--- config.mk ---
export PLATFORM = sky130hd
export DESIGN_NAME = three_channel_servo_pulse_generator
export DESIGN_NICKNAME = d
export VERILOG_FILES = /design/src/rtl/tcspg_pkg.sv /design/src/rtl/three_channel_servo_pulse_generator.sv /design/src/rtl/tcspg_channel.sv
export SDC_FILE = /design/constraint.sdc
export NUM_CORES = 1
export LEC_CHECK = 0
export ABC_AREA = 1
export BUFFER_PORTS_ARGS = -buffer_cell sky130_fd_sc_hd__buf_2
export CAP_MARGIN = 20
export CORE_ASPECT_RATIO = 0.5
export CORE_MARGIN = 4
export CORE_UTILIZATION = 50
export DETAILED_ROUTE_END_ITERATION = 16
export HOLD_SLACK_MARGIN = 0.03
export PLACE_DENSITY_LB_ADDON = 0.25
export SKIP_CTS_REPAIR_TIMING = 1
export SYNTH_ARGS = -nofsm -noshare
export SYNTH_HDL_FRONTEND = slang
export SYNTH_SLANG_ARGS = --single-unit
--- constraint.sdc ---
create_clock -name aclk -period 2.6 [get_ports aclk]
set_input_delay 0.39 -clock aclk [delete_from_list [all_inputs] [get_ports aclk]]
set_output_delay 0.39 -clock aclk [all_outputs]
set_load 0.1 [all_outputs]
--- src/rtl/tcspg_pkg.sv ---
// Shared types, codes and the pulse width band table for the servo pulse generator.
package tcspg_pkg;

    // Default count of software pulse channels
    localparam int NUM_CHANNELS_DEF = 3;

    // Word field widths
    localparam int ADC_W       = 10;
    localparam int OP_W        = 2;
    localparam int WIDTH_W     = 4;
    localparam int TICK_W      = 8;
    localparam int FRAME_W     = 5;
    localparam int OFFSET_W    = 8;
    localparam int DUTY_W      = 10;
    localparam int LINES_W     = 3;
    localparam int SEL_OUT_W   = 2;
    localparam int CFG_ADDR_W  = 1;
    localparam int CFG_DATA_W  = 8;
    localparam int S_TDATA_W   = 16;
    localparam int M_TDATA_W   = 16;

    // Register reset values
    localparam logic [FRAME_W-1:0]  FRAME_LENGTH_RST = 5'd20;
    localparam logic [OFFSET_W-1:0] SERVO_OFFSET_RST = 8'd124;
    localparam logic [DUTY_W-1:0]   DUTY_RST         = 10'd60;

    // Word kinds carried on s_tuser
    typedef enum logic [OP_W-1:0] {
        OP_SAMPLE = 2'd0,
        OP_FINE   = 2'd1,
        OP_FRAME  = 2'd2,
        OP_NONE   = 2'd3
    } op_t;

    // Configuration register indexes
    typedef enum logic [CFG_ADDR_W-1:0] {
        REG_FRAME_LENGTH = 1'd0,
        REG_SERVO_OFFSET = 1'd1
    } reg_idx_t;

    // Per-channel control for one accepted word
    typedef struct packed {
        logic fine_tick;
        logic enable_all;
        logic set_line;
        logic load_width;
    } chan_ctrl_t;

    // Band table: upper limits and the pulse widths they select
    localparam int NUM_LIMITS = 11;
    typedef logic [7:0]         limit_arr_t [NUM_LIMITS];
    typedef logic [WIDTH_W-1:0] width_arr_t [NUM_LIMITS+1];

    localparam limit_arr_t BAND_LIMIT = '{
        8'd19, 8'd40, 8'd61, 8'd82, 8'd103, 8'd131,
        8'd152, 8'd173, 8'd194, 8'd215, 8'd236
    };
    localparam width_arr_t BAND_WIDTH = '{
        4'd2, 4'd3, 4'd5, 4'd6, 4'd7, 4'd8,
        4'd9, 4'd10, 4'd11, 4'd12, 4'd14, 4'd15
    };

    // Quantize the top 8 sample bits into a pulse width; first band that fits wins
    function automatic logic [WIDTH_W-1:0] quantize(input logic [7:0] v);
        logic [WIDTH_W-1:0] w;
        w = BAND_WIDTH[NUM_LIMITS];
        for (int i = NUM_LIMITS - 1; i >= 0; i--) begin
            if (v < BAND_LIMIT[i]) begin
                w = BAND_WIDTH[i];
            end
        end
        return w;
    endfunction

endpackage

--- src/rtl/three_channel_servo_pulse_generator.sv ---
// Top level of the servo pulse generator: word decode, frame counter, servo duty, output register.
//
// Input words arrive on the s_ stream: s_tuser carries the kind (ADC sample, fine tick,
// frame tick; the fourth code changes nothing) and s_tdata the 10-bit ADC value.
// ADC samples go round-robin over the pulse channels and then the servo channel.
// Every accepted word yields exactly one result word on the m_ stream: the pulse line
// levels, the servo duty and the channel the next sample will go to, all taken after
// the word's update.
// The result is registered: a word accepted at one edge has its result valid after it.
// The block takes one word per cycle while the receiver keeps up; the state update is a single
// compare-and-count pass between the state registers and the result register.
// s_tready is high while the result register is empty or being drained, so a stalled
// receiver holds its result and the block takes no further word until it is taken.
// Configuration writes on cfg_we/cfg_addr/cfg_wdata take effect at the next edge and
// are meant for idle periods.
// Synchronous active-low reset clears all counters, enables and line levels, sets the
// duty to 60, frame length to 20 and servo offset to 124, and empties the result register;
// s_tready stays low while reset is held.
module three_channel_servo_pulse_generator #(
    parameter int NUM_CHANNELS = tcspg_pkg::NUM_CHANNELS_DEF
) (
    input  logic                             aclk,
    input  logic                             aresetn,
    // configuration write port
    input  logic                             cfg_we,
    input  logic [tcspg_pkg::CFG_ADDR_W-1:0] cfg_addr,
    input  logic [tcspg_pkg::CFG_DATA_W-1:0] cfg_wdata,
    // input stream
    input  logic                             s_tvalid,
    output logic                             s_tready,
    input  logic [tcspg_pkg::S_TDATA_W-1:0]  s_tdata,  // [9:0] adc_value
    input  logic [tcspg_pkg::OP_W-1:0]       s_tuser,  // [1:0] op
    // result stream
    output logic                             m_tvalid,
    input  logic                             m_tready,
    output logic [tcspg_pkg::M_TDATA_W-1:0]  m_tdata   // [2:0] pulse_lines,
                                                       // [12:3] servo_duty,
                                                       // [14:13] sample_channel
);
    import tcspg_pkg::*;

    localparam int SEL_W = (NUM_CHANNELS + 1 > 1) ? $clog2(NUM_CHANNELS + 1) : 1;
    localparam logic [SEL_W-1:0] LAST_SEL = SEL_W'(NUM_CHANNELS);

    logic [FRAME_W-1:0]  frame_length_reg;
    logic [OFFSET_W-1:0] servo_offset_reg;
    logic [SEL_W-1:0]    sel_reg, sel_next;
    logic [FRAME_W-1:0]  frame_reg, frame_next;
    logic [DUTY_W-1:0]   duty_reg, duty_next;
    logic                m_valid_reg;
    logic [M_TDATA_W-1:0] m_data_reg;

    logic                accept;
    op_t                 op;
    logic [ADC_W-1:0]    adc;
    logic [WIDTH_W-1:0]  width_q;
    logic [OFFSET_W-1:0] duty_high;
    logic [NUM_CHANNELS-1:0] level_next;
    logic [LINES_W-1:0]  lines_next;
    chan_ctrl_t          ctrl [NUM_CHANNELS];

    assign s_tready = aresetn && (!m_valid_reg || m_tready);
    assign accept   = s_tvalid && s_tready;
    assign op       = op_t'(s_tuser);
    assign adc      = s_tdata[ADC_W-1:0];
    assign width_q  = quantize(adc[ADC_W-1:2]);
    assign duty_high = OFFSET_W'(adc[ADC_W-1:3]) + servo_offset_reg;

    // Configuration registers
    always_ff @(posedge aclk) begin
        if (!aresetn) begin
            frame_length_reg <= FRAME_LENGTH_RST;
            servo_offset_reg <= SERVO_OFFSET_RST;
        end else if (cfg_we) begin
            case (reg_idx_t'(cfg_addr))
                REG_FRAME_LENGTH: frame_length_reg <= cfg_wdata[FRAME_W-1:0];
                REG_SERVO_OFFSET: servo_offset_reg <= cfg_wdata[OFFSET_W-1:0];
                default: ;
            endcase
        end
    end

    // Channel select, frame counter and servo duty
    always_comb begin
        sel_next   = sel_reg;
        frame_next = frame_reg;
        duty_next  = duty_reg;
        if (accept) begin
            case (op)
                OP_SAMPLE: begin
                    if (sel_reg < LAST_SEL) begin
                        sel_next = sel_reg + 1'b1;
                    end else begin
                        duty_next = {duty_high, adc[2], adc[1]};
                        sel_next  = '0;
                    end
                end
                OP_FRAME: begin
                    if (frame_reg == frame_length_reg) begin
                        frame_next = FRAME_W'(1);
                    end else begin
                        frame_next = frame_reg + 1'b1;
                    end
                end
                default: ;
            endcase
        end
    end

    // Per-channel controls
    always_comb begin
        for (int i = 0; i < NUM_CHANNELS; i++) begin
            ctrl[i].fine_tick  = accept && (op == OP_FINE);
            ctrl[i].enable_all = accept && (op == OP_FRAME) && (frame_reg == FRAME_W'(1));
            ctrl[i].set_line   = accept && (op == OP_FRAME) && (frame_reg == frame_length_reg);
            ctrl[i].load_width = accept && (op == OP_SAMPLE) && (sel_reg == SEL_W'(i));
        end
    end

    for (genvar g = 0; g < NUM_CHANNELS; g++) begin : g_chan
        tcspg_channel u_chan (
            .aclk       (aclk),
            .aresetn    (aresetn),
            .ctrl       (ctrl[g]),
            .width_in   (width_q),
            .level_next (level_next[g])
        );
    end

    // Only the first three lines are reported
    for (genvar g = 0; g < LINES_W; g++) begin : g_lines
        if (g < NUM_CHANNELS) begin : g_on
            assign lines_next[g] = level_next[g];
        end else begin : g_off
            assign lines_next[g] = 1'b0;
        end
    end

    // State registers
    always_ff @(posedge aclk) begin
        if (!aresetn) begin
            sel_reg   <= '0;
            frame_reg <= '0;
            duty_reg  <= DUTY_RST;
        end else begin
            sel_reg   <= sel_next;
            frame_reg <= frame_next;
            duty_reg  <= duty_next;
        end
    end

    // Result register
    always_ff @(posedge aclk) begin
        if (!aresetn) begin
            m_valid_reg <= 1'b0;
        end else if (accept) begin
            m_valid_reg <= 1'b1;
        end else if (m_tready) begin
            m_valid_reg <= 1'b0;
        end
    end

    always_ff @(posedge aclk) begin
        if (accept) begin
            m_data_reg <= {1'b0, SEL_OUT_W'(sel_next), duty_next, lines_next};
        end
    end

    assign m_tvalid = m_valid_reg;
    assign m_tdata  = m_data_reg;

    // Channel select stays within the channel count
    a_sel_range: assert property (@(posedge aclk) disable iff (!aresetn)
        sel_reg <= LAST_SEL)
        else $error("channel select out of range");

    // A sample on the servo channel wraps the select to zero
    a_sel_wrap: assert property (@(posedge aclk) disable iff (!aresetn)
        (accept && op == OP_SAMPLE && sel_reg == LAST_SEL) |=> (sel_reg == '0))
        else $error("channel select did not wrap");

    // End of frame restarts the count at one
    a_frame_wrap: assert property (@(posedge aclk) disable iff (!aresetn)
        (accept && op == OP_FRAME && frame_reg == frame_length_reg) |=> (frame_reg == 1))
        else $error("frame counter did not restart");

    // Every accepted word leaves a result waiting
    a_result: assert property (@(posedge aclk) disable iff (!aresetn)
        accept |=> m_valid_reg)
        else $error("accepted word produced no result");

endmodule

--- src/rtl/tcspg_channel.sv ---
// One software pulse channel: width store, fine tick counter and line level.
module tcspg_channel (
    input  logic                         aclk,
    input  logic                         aresetn,
    input  tcspg_pkg::chan_ctrl_t        ctrl,
    input  logic [tcspg_pkg::WIDTH_W-1:0] width_in,
    output logic                         level_next
);
    import tcspg_pkg::*;

    logic [WIDTH_W-1:0] width_reg, width_next;
    logic [TICK_W-1:0]  tick_reg, tick_next;
    logic               enable_reg, enable_next;
    logic               level_reg;
    logic               hit;

    assign hit = (tick_reg == TICK_W'(width_reg));

    // Next state for the accepted word
    always_comb begin
        width_next  = width_reg;
        tick_next   = tick_reg;
        enable_next = enable_reg;
        level_next  = level_reg;
        if (ctrl.load_width) begin
            width_next = width_in;
        end
        if (ctrl.fine_tick) begin
            if (hit) begin
                level_next  = 1'b0;
                tick_next   = '0;
                enable_next = 1'b0;
            end else if (enable_reg) begin
                tick_next = tick_reg + 1'b1;
            end
        end
        if (ctrl.enable_all) begin
            enable_next = 1'b1;
        end
        if (ctrl.set_line) begin
            level_next = 1'b1;
        end
    end

    always_ff @(posedge aclk) begin
        if (!aresetn) begin
            width_reg  <= '0;
            tick_reg   <= '0;
            enable_reg <= 1'b0;
            level_reg  <= 1'b0;
        end else begin
            width_reg  <= width_next;
            tick_reg   <= tick_next;
            enable_reg <= enable_next;
            level_reg  <= level_next;
        end
    end

    // Reaching the width drops the line and stops the counter
    a_hit_drops: assert property (@(posedge aclk) disable iff (!aresetn)
        (ctrl.fine_tick && hit) |=> (!level_reg && tick_reg == '0 && !enable_reg))
        else $error("pulse line did not drop at width");

    // A counter only moves while enabled or when it clears
    a_tick_hold: assert property (@(posedge aclk) disable iff (!aresetn)
        (!enable_reg && !ctrl.fine_tick) |=> $stable(tick_reg))
        else $error("tick counter moved while stopped");

endmodule
==> flow_metrics.env, run 1 <==
export IMPL_outcome="complete, no violations"
export IMPL_path_clk_slew_ns=0.06
export IMPL_vias_per_cell=5.273
export IMPL_hold_depth=3
export IMPL_slew_violations=0
export IMPL_leakage_nw=2.318
export IMPL_crit_path_max_incr_delay_ns=0.33
export IMPL_antenna_cells=0
export IMPL_wire_per_inst_um=13.02
export IMPL_syn_inst=609
export IMPL_io_buffer_count=41
export IMPL_synth_area_um2=4561
export IMPL_grt_max_degree=35
export IMPL_largest_reg_flops=24
export IMPL_final_common_cell="nand2_1"
export IMPL_drive_gt1_share_pct=11.72
export IMPL_ios=50
export IMPL_slew_headroom_pct=66.18
export IMPL_rsz0062_at_grt="no"
export IMPL_drtIter0Drc=250
export IMPL_period_minus_slack_ns=1.902
export IMPL_hold_viol=0
export IMPL_hold_class="in2reg"
export IMPL_end_kind="flop"
export IMPL_worstSetupStartpointType="flop"
export IMPL_avgSynthCellArea_um2=7.489
export IMPL_synth_edf_count=15
export IMPL_critPathMaxFanout=17
export IMPL_skew_ns=0.006078
export IMPL_yosysWarningCount=0
export IMPL_initial_core_util_pct=51.83
export IMPL_rr_endpoint="m_tdata[6]$_DFFE_PP_"
export IMPL_synth_compound_area_share_pct=10.32
export IMPL_fmax_mhz=525.7
export IMPL_synth_xor_area_share_pct=6.337
export IMPL_via_count=4081
export IMPL_ir_drop_mv=0.4347
export IMPL_worstPathCellList="inv_1 > nor2_1 > nor2_4 > nand2_1 > inv_2 > nand2_4 > nor2_4 > inv_2 > nand2_1 > o21a_1 > inv_1"
export IMPL_ys_types=34
export IMPL_cp_required_ns=2.70
export IMPL_yosys_area_share_adder_pct=4.829
export IMPL_synth_fp_nets=658
export IMPL_grt_first_pass_wirelength_um=16920
export IMPL_timing_worst_setup_path_type="reg2reg"
export IMPL_worstMarginPinSlew_ns=0.5059
export IMPL_synthFlopType="dfxtp_1"
export IMPL_rows=24
export IMPL_dieArea_um2=10810
export IMPL_hold_start="cfg_wdata[6]"
export IMPL_place_hpwl_um=7193
export IMPL_first_global_vias=3719
export IMPL_synthArstFlopShare_pct=0
export IMPL_grt_overflow_total=0
export IMPL_tns_ns=0
export IMPL_drc_errors=0
export IMPL_grt_util_met1_pct=25.14
export IMPL_insertion_delay_ns=0.34
export IMPL_yosys_area_share_simple_pct=28.94
export IMPL_r2r_slack_ns=0.70
export IMPL_crit_buf_inv=4
export IMPL_setup_viol=0
export IMPL_drv_cap=0
export IMPL_mostFrequentLayoutCells="120 x nand2_1, 72 x inv_1, 72 x dfxtp_1"
export IMPL_met2_usage_pct=33.16
export IMPL_core_area_um2=8798
export IMPL_synth_top_family_by_area="simple AND/OR/NAND/NOR gates"
export IMPL_power_density_nw_per_um2=590.1
export IMPL_die_h_um=75.53
export IMPL_regToRegStartpoint="m_tvalid$_SDFFE_PN0P_"
export IMPL_hold_path_end="servo_offset_reg[6]$_SDFFE_PN1P_"
export IMPL_antenna_found_initial=0
export IMPL_firstDrtPassIters=7
export IMPL_synthMuxAreaShare_pct=0
export IMPL_ctsHtreeMaxLevel=3
export IMPL_track_usage_pct=19.82
export IMPL_grt_busiest_layer="met2"
export IMPL_area_growth_pct=14.02
export IMPL_root_buffer="clkbuf_16"
export IMPL_ys_seq_elements=88
export IMPL_die_width_um=143.1
export IMPL_drt_wl_total_um=10080
export IMPL_cts_tree="done"
export IMPL_power_total_mw=3.069
export IMPL_cts_made_buffers=9
export IMPL_globalplace_congestion=0.8918
export IMPL_ant_nets=0
export IMPL_crit_slowest_cell="nor2_4"
export IMPL_rr_worst_depth=11
export IMPL_period_share_pct=73.17
export IMPL_clockBufferDepth=2
export IMPL_seq_area_frac_synth_pct=41.92
export IMPL_grtUsageMet3_pct=6.646
export IMPL_critPathArrivalTime_ns=2.00
export IMPL_crit_family="simple AND/OR/NAND/NOR gates"
export IMPL_finalNetCount=702
export IMPL_cts_sinks=88
-- worst register-to-register path, cell delays in order, from the launching register on --
cell	delay, ns
dfxtp_2	0.32
inv_1	0.05
nor2_1	0.07
nor2_4	0.10
nand2_1	0.09
inv_2	0.16
nand2_4	0.12
nor2_4	0.33
inv_2	0.13
nand2_1	0.10
o21a_1	0.15
inv_1	0.05
-- Yosys cell counts, types with 3 or more instances --
cell type,number,area share (%)
xor2_1,16,3.1
inv_1,72,5.9
nand3b_1,7,1.2
nand3_1,58,6.4
clkbuf_1,9,0.74
nor2_1,65,5.3
a211oi_1,4,0.66
a31oi_1,4,0.55
dfxtp_1,73,32
nand2_1,120,9.9
a21oi_1,51,5.6
or2_2,5,0.69
nor3_1,7,0.77
nor2_2,5,0.69
ha_1,16,4.4
buf_4,4,0.66
o21ai_0,22,2.4
nand4_1,19,2.6
inv_2,3,0.25
xnor2_1,17,3.3
edfxtp_1,15,9.9
-- layout make-up --
| class | instances | area, um2 |
|---|---|---|
| clock buffer | 13 | 270.3 |
| clock inverter | 2 | 37.54 |
| fill | 810 | 3598 |
| inverter | 75 | 281.5 |
| multi-input combinational | 433 | 2308 |
| sequential | 88 | 1913 |
| tap | 117 | 146.4 |
| timing repair buffer | 46 | 242.7 |
-- metrics by stage --
stage	hold slack (ns)	worst slack, ns	utilization, %	area (um2)	cells
detailed placement	0.4654	0.5882	55.60	4892	759
global route	0.2483	0.5647	59.10	5200	774
global placement	0.4608	0.6350	55.60	4892	759
floorplan	0.4460	0.09237	-	4567	609
CTS	0.2328	0.6868	59.10	5200	774
finish	0.2447	0.6977	59.10	5200	774
-- cell families after synthesis --
family                     Yosys count
adders and majority gates           17
buffers and inverters               88
xor gates and xnor gates            33
DFF                                 88
and+or+nand+nor                    294
other                                1
AOI/OAI and AO/OA                   88
-- routing by layer --
| metal | wire (um) | up-vias |
|---|---|---|
| met5 | 0 | - |
| met4 | 123 | 0 |
| met3 | 669 | 13 |
| met2 | 4641 | 108 |
| met1 | 4642 | 1875 |
| li1 | - | 2085 |
-- report_power, final --
group	switching, mW	internal, mW	total [mW]
combinational	0.231	0.0915	0.322
sequential	0.0155	1.41	1.43
clock	0.503	0.818	1.32
total	0.749	2.32	3.07
-- worst max-delay path by stage --
stage	cells after the start	startpoint	end	slack, ns
after floorplan	11	m_tvalid$_SDFFE_PN0P_	m_tdata[10]$_DFFE_PP_	0.09
after global placement	10	s_tdata[3]	m_tdata[11]$_DFFE_PP_	0.63
after detailed placement	9	m_tready	m_tdata[1]$_DFFE_PP_	0.59
after CTS	11	m_tvalid$_SDFFE_PN0P_	m_tdata[6]$_DFFE_PP_	0.69
after global routing	9	servo_offset_reg[0]$_SDFFE_PN0P_	m_tdata[11]$_DFFE_PP_	0.56
final	11	m_tvalid$_SDFFE_PN0P_	m_tdata[6]$_DFFE_PP_	0.70
Power figures use the tool's default switching activity.
==> run 2: changes to the inputs <==
==> constraint.sdc (replaced) <==
create_clock -name aclk -period 1.8 [get_ports aclk]
set_input_delay 0.27 -clock aclk [delete_from_list [all_inputs] [get_ports aclk]]
set_output_delay 0.27 -clock aclk [all_outputs]
set_load 0.1 [all_outputs]
==> flow_metrics.env, run 2 (synthesis results as in run 1) <==
export IMPL_outcome="complete, no violations"
export IMPL_power_density_nw_per_um2=815.1
export IMPL_first_global_vias=3750
export IMPL_critPathMaxFanout=2
export IMPL_r2r_slack_ns=0.13
export IMPL_power_frac_clock_pct=41.7
export IMPL_end_kind="flop"
export IMPL_initial_core_util_pct=51.83
export IMPL_drc_errors=0
export IMPL_grt_busiest_layer="met2"
export IMPL_drv_cap=0
export IMPL_grt_overflow_total=0
export IMPL_ir_drop_mv=0.5425
export IMPL_track_usage_pct=19.47
export IMPL_final_area_um2=5379
export IMPL_area_growth_pct=17.94
export IMPL_power_frac_seq_pct=46.9
export IMPL_grt_util_met1_pct=25.03
export IMPL_globalplace_congestion=0.9058
export IMPL_wire_per_inst_um=12.47
export IMPL_rr_endpoint="m_tdata[11]$_DFFE_PP_"
export IMPL_drive_gt1_share_pct=15.58
export IMPL_grt_max_degree=35
export IMPL_hold_class="in2reg"
export IMPL_drtIter0Drc=268
export IMPL_ctsHtreeMaxLevel=3
export IMPL_rr_worst_depth=9
export IMPL_setup_viol=0
export IMPL_regToRegStartpoint="servo_offset_reg[0]$_SDFFE_PN0P_"
export IMPL_grt_first_pass_wirelength_um=16790
export IMPL_die_width_um=143.1
export IMPL_drt_wl_total_um=9860
export IMPL_hold_viol=0
export IMPL_final_common_cell="nand2_1"
export IMPL_ios=50
export IMPL_met2_usage_pct=32.85
export IMPL_cts_made_buffers=9
export IMPL_root_buffer="clkbuf_16"
export IMPL_period_minus_slack_ns=1.666
export IMPL_clockBufferDepth=2
export IMPL_rsz0062_at_grt="no"
export IMPL_vias_per_cell=5.096
export IMPL_swShare_pct=25.47
export IMPL_insertion_delay_ns=0.34
export IMPL_critPathArrivalTime_ns=1.77
export IMPL_p_int_mw=3.268
export IMPL_antenna_found_initial=0
export IMPL_core_area_um2=8798
export IMPL_skew_ns=0.009331
export IMPL_hold_depth=3
export IMPL_place_area_um2=5047
export IMPL_combPwrFrac_pct=11.4
export IMPL_dieArea_um2=10810
export IMPL_rows=24
export IMPL_via_count=4031
export IMPL_ant_nets=0
export IMPL_worstSetupStartpointType="flop"
export IMPL_p_switching_mw=1.117
export IMPL_hold_start="cfg_wdata[6]"
export IMPL_slew_violations=0
export IMPL_io_buffer_count=41
export IMPL_cts_tree="done"
export IMPL_path_clk_slew_ns=0.07
export IMPL_hold_path_end="servo_offset_reg[6]$_SDFFE_PN1P_"
export IMPL_timing_worst_setup_path_type="reg2reg"
export IMPL_antenna_cells=0
export IMPL_cts_sinks=88
export IMPL_firstDrtPassIters=6
export IMPL_leakage_nw=2.388
export IMPL_place_hpwl_um=7129
export IMPL_die_h_um=75.53
export IMPL_period_share_pct=92.56
export IMPL_mostFrequentLayoutCells="117 x nand2_1, 71 x dfxtp_1, 69 x inv_1"
export IMPL_finalNetCount=718
export IMPL_fmax_mhz=600.2
export IMPL_cp_required_ns=1.90
export IMPL_power_total_mw=4.384
export IMPL_grtUsageMet3_pct=4.953
export IMPL_largest_reg_flops=24
run 2: cell types whose count changed in the layout (fill, tap and decap cells not counted), sizes merged:
cell	change
clkinv	+2
clkbuf	-2
buf	+16
inv	+1
run 2: critical path, cell delays in order (launching register included):
cell and delay, ns:
dfxtp_2 0.34, ha_2 0.17, inv_1 0.05, fa_2 0.33, inv_1 0.09, nand4_1 0.12
nand4_1 0.09, nand3_1 0.10, o21ai_2 0.09, inv_1 0.05
run 2: area by class of cell:
type / instances / area (um2)
fill: 820 / 3420
inverter: 75 / 289.0
tap: 117 / 146.4
multi-input combinational: 433 / 2359
clock buffer: 11 / 232.7
sequential: 88 / 1917
clock inverter: 5 / 57.56
timing repair buffer: 62 / 377.9
run 2: through the flow:
stage	worst slack (ns)	hold WS [ns]	instances	TNS (ns)	util, %
after CTS	-0.02010	0.1181	788	-0.08147	60.67
after global routing	0.01510	0.1358	791	0	61.13
after floorplan	-0.4072	0.3832	609	-15.47	-
after global placement	0.005460	0.4565	772	0	57.37
final	0.1339	0.1241	791	0	61.13
after detailed placement	-0.01751	0.4616	772	-0.05035	57.37
run 2: how the worst max path moves through the flow:
stage / start / slack, ns / to / depth (start not counted)
2_1_floorplan: m_tvalid$_SDFFE_PN0P_ / -0.41 / m_tdata[10]$_DFFE_PP_ / 11
3_3_place_gp: m_tvalid$_SDFFE_PN0P_ / 0.005 / g_chan[1].u_chan.tick_reg[1]$_SDFFE_PN0P_ / 9
3_5_place_dp: s_tdata[3] / -0.02 / m_tdata[11]$_DFFE_PP_ / 10
4_1_cts: m_tvalid$_SDFFE_PN0P_ / -0.02 / g_chan[1].u_chan.tick_reg[2]$_SDFFE_PN0P_ / 9
5_1_grt: m_tvalid$_SDFFE_PN0P_ / 0.02 / g_chan[1].u_chan.tick_reg[2]$_SDFFE_PN0P_ / 10
6_report: servo_offset_reg[0]$_SDFFE_PN0P_ / 0.13 / m_tdata[11]$_DFFE_PP_ / 9
run 2: power by group through the flow:
| stage | registers, mW | clock network, mW | logic, mW |
|---|---|---|---|
| 6_report | 2.06 | 1.83 | 0.499 |
| 5_1_grt | 2.06 | 1.97 | 0.549 |
| 3_3_place_gp | 2.10 | 0 | 0.484 |
| 2_1_floorplan | 2.17 | 0 | 0.281 |
| 4_1_cts | 2.06 | 1.86 | 0.495 |
| 3_5_place_dp | 2.10 | 0 | 0.491 |
run 2: layer usage:
metal | share of wire (%) | vias to the layer above
met3 | 5.0 | 10
li1 | - | 2109
met4 | 1.3 | 0
met2 | 44 | 94
met1 | 49 | 1818
met5 | 0 | -
==> run 3: changes to the inputs <==
--- a/config.mk
+++ b/config.mk
@@ -9,8 +9,8 @@
 export BUFFER_PORTS_ARGS = -buffer_cell sky130_fd_sc_hd__buf_2
 export CAP_MARGIN = 20
 export CORE_ASPECT_RATIO = 0.5
-export CORE_MARGIN = 4
-export CORE_UTILIZATION = 50
+export CORE_MARGIN = 2
+export CORE_UTILIZATION = 59
 export DETAILED_ROUTE_END_ITERATION = 16
 export HOLD_SLACK_MARGIN = 0.03
 export PLACE_DENSITY_LB_ADDON = 0.25
==> flow_metrics.env, run 3 (synthesis results as in run 1) <==
export IMPL_ant_nets=0
export IMPL_leakage_nw=2.394
export IMPL_drtIter0Drc=259
export IMPL_top_layer="met4"
export IMPL_wl_met2_um=5021
export IMPL_ir_drop_mv=0.4942
export IMPL_fin_ws_ns=0.05546
export IMPL_drc_errors=0
export IMPL_die_width_um=128.3
export IMPL_slew_violations=0
export IMPL_dieArea_um2=8492
export IMPL_final_common_cell="nand2_1"
export IMPL_grt_overflow_total=0
export IMPL_insertion_delay_ns=0.34
export IMPL_drv_cap=0
export IMPL_period_minus_slack_ns=1.745
export IMPL_root_buffer="clkbuf_16"
export IMPL_critPathArrivalTime_ns=1.85
export IMPL_drt_wl_total_um=10410
export IMPL_drive_gt1_share_pct=15.48
export IMPL_hold_path_end="servo_offset_reg[5]$_SDFFE_PN1P_"
export IMPL_cp_required_ns=1.90
export IMPL_antenna_cells=0
export IMPL_core_area_um2=7405
export IMPL_critPathMaxFanout=4
export IMPL_largest_reg_flops=24
export IMPL_power_density_nw_per_um2=852.5
export IMPL_regToRegStartpoint="servo_offset_reg[4]$_SDFFE_PN1P_"
export IMPL_wl_met3_um=519
export IMPL_cts_made_buffers=9
export IMPL_track_usage_pct=26.30
export IMPL_skew_ns=0.004647
export IMPL_grt_first_pass_wirelength_um=17630
export IMPL_ctsHtreeMaxLevel=3
export IMPL_ios=50
export IMPL_vias_per_cell=5.426
export IMPL_rr_worst_depth=7
export IMPL_grt_max_degree=35
export IMPL_path_clk_slew_ns=0.06
export IMPL_io_buffer_count=41
export IMPL_mostFrequentLayoutCells="117 x nand2_1, 71 x dfxtp_1, 67 x inv_1"
export IMPL_first_global_vias=3988
export IMPL_end_kind="flop"
export IMPL_clockBufferDepth=2
export IMPL_cts_tree="done"
export IMPL_rr_endpoint="m_tdata[12]$_DFFE_PP_"
export IMPL_area_growth_pct=17.81
export IMPL_rows=22
export IMPL_place_hpwl_um=7263
export IMPL_wirelength_met1_um=4740
export IMPL_hold_start="cfg_wdata[5]"
export IMPL_finalNetCount=716
export IMPL_firstDrtPassIters=5
export IMPL_period_share_pct=96.92
export IMPL_pre_cts_slack_ns=-0.02100
export IMPL_die_h_um=66.17
export IMPL_setup_viol=0
export IMPL_worstSetupStartpointType="flop"
export IMPL_timing_worst_setup_path_type="reg2reg"
export IMPL_via_count=4167
export IMPL_initial_core_util_pct=61.59
export IMPL_r2r_slack_ns=0.06
export IMPL_cts_sinks=88
export IMPL_whs_ns=0.1277
export IMPL_hold_viol=0
export IMPL_globalplace_congestion=0.8796
export IMPL_outcome="complete, no violations"
export IMPL_wire_per_inst_um=13.56
export IMPL_antenna_found_initial=0
export IMPL_hold_depth=3
export IMPL_fmax_mhz=573.2
export IMPL_hold_class="in2reg"
run 3: worst max path at each step:
stage / from / to / slack [ns] / cells past startpoint
6_report: servo_offset_reg[4]$_SDFFE_PN1P_ / m_tdata[12]$_DFFE_PP_ / 0.06 / 7
5_1_grt: servo_offset_reg[6]$_SDFFE_PN1P_ / m_tdata[12]$_DFFE_PP_ / -0.01 / 7
4_1_cts: m_tvalid$_SDFFE_PN0P_ / g_chan[2].u_chan.tick_reg[1]$_SDFFE_PN0P_ / -0.01 / 10
3_5_place_dp: s_tdata[3] / m_tdata[11]$_DFFE_PP_ / -0.02 / 10
3_3_place_gp: s_tdata[3] / m_tdata[11]$_DFFE_PP_ / 0.03 / 10
2_1_floorplan: m_tvalid$_SDFFE_PN0P_ / m_tdata[10]$_DFFE_PP_ / -0.41 / 11
run 3: area by class of cell:
| class | count | area [um2] |
|---|---|---|
| Clock buffer | 13 | 260.3 |
| Clock inverter | 3 | 65.06 |
| Fill cell | 584 | 2032 |
| Inverter | 75 | 289.0 |
| Multi-Input combinational cell | 434 | 2366 |
| Sequential cell | 88 | 1917 |
| Tap cell | 96 | 120.1 |
| Timing Repair Buffer | 59 | 355.3 |
run 3: per-stage QoR:
| stage | power (mW) | TNS [ns] | utilization (%) | cell area, um2 | instances |
|---|---|---|---|---|---|
| 2_1_floorplan | 2.451 | -15.47 | - | 4614 | 609 |
| 3_3_place_gp | 2.583 | 0 | 67.51 | 4999 | 748 |
| 3_5_place_dp | 2.593 | -0.03852 | 67.51 | 4999 | 748 |
| 4_1_cts | 4.596 | -0.01652 | 71.90 | 5324 | 764 |
| 5_1_grt | 4.733 | -0.01162 | 72.56 | 5373 | 768 |
| 6_report | 4.580 | 0 | 72.56 | 5373 | 768 |
run 3: report_power, final:
group	switching (mW)	internal (mW)	leakage, nW
sequential	0.0229	2.04	0.723
combinational	0.352	0.154	1.51
clock	0.725	1.29	0.160
run 3: worst max-delay path, stage by stage, from the launching register on:
cell,delay (ns)
dfxtp_1,0.32
ha_1,0.34
a21o_1,0.22
a21boi_0,0.29
a21o_1,0.16
nand3_1,0.06
nand2_1,0.07
inv_1,0.04
run 3: metal layers:
metal	vias up	GRT usage (%)
met5	-	0
li1	2113	-
met4	0	7.280
met2	112	45.94
met1	1923	33.01
met3	19	6.230
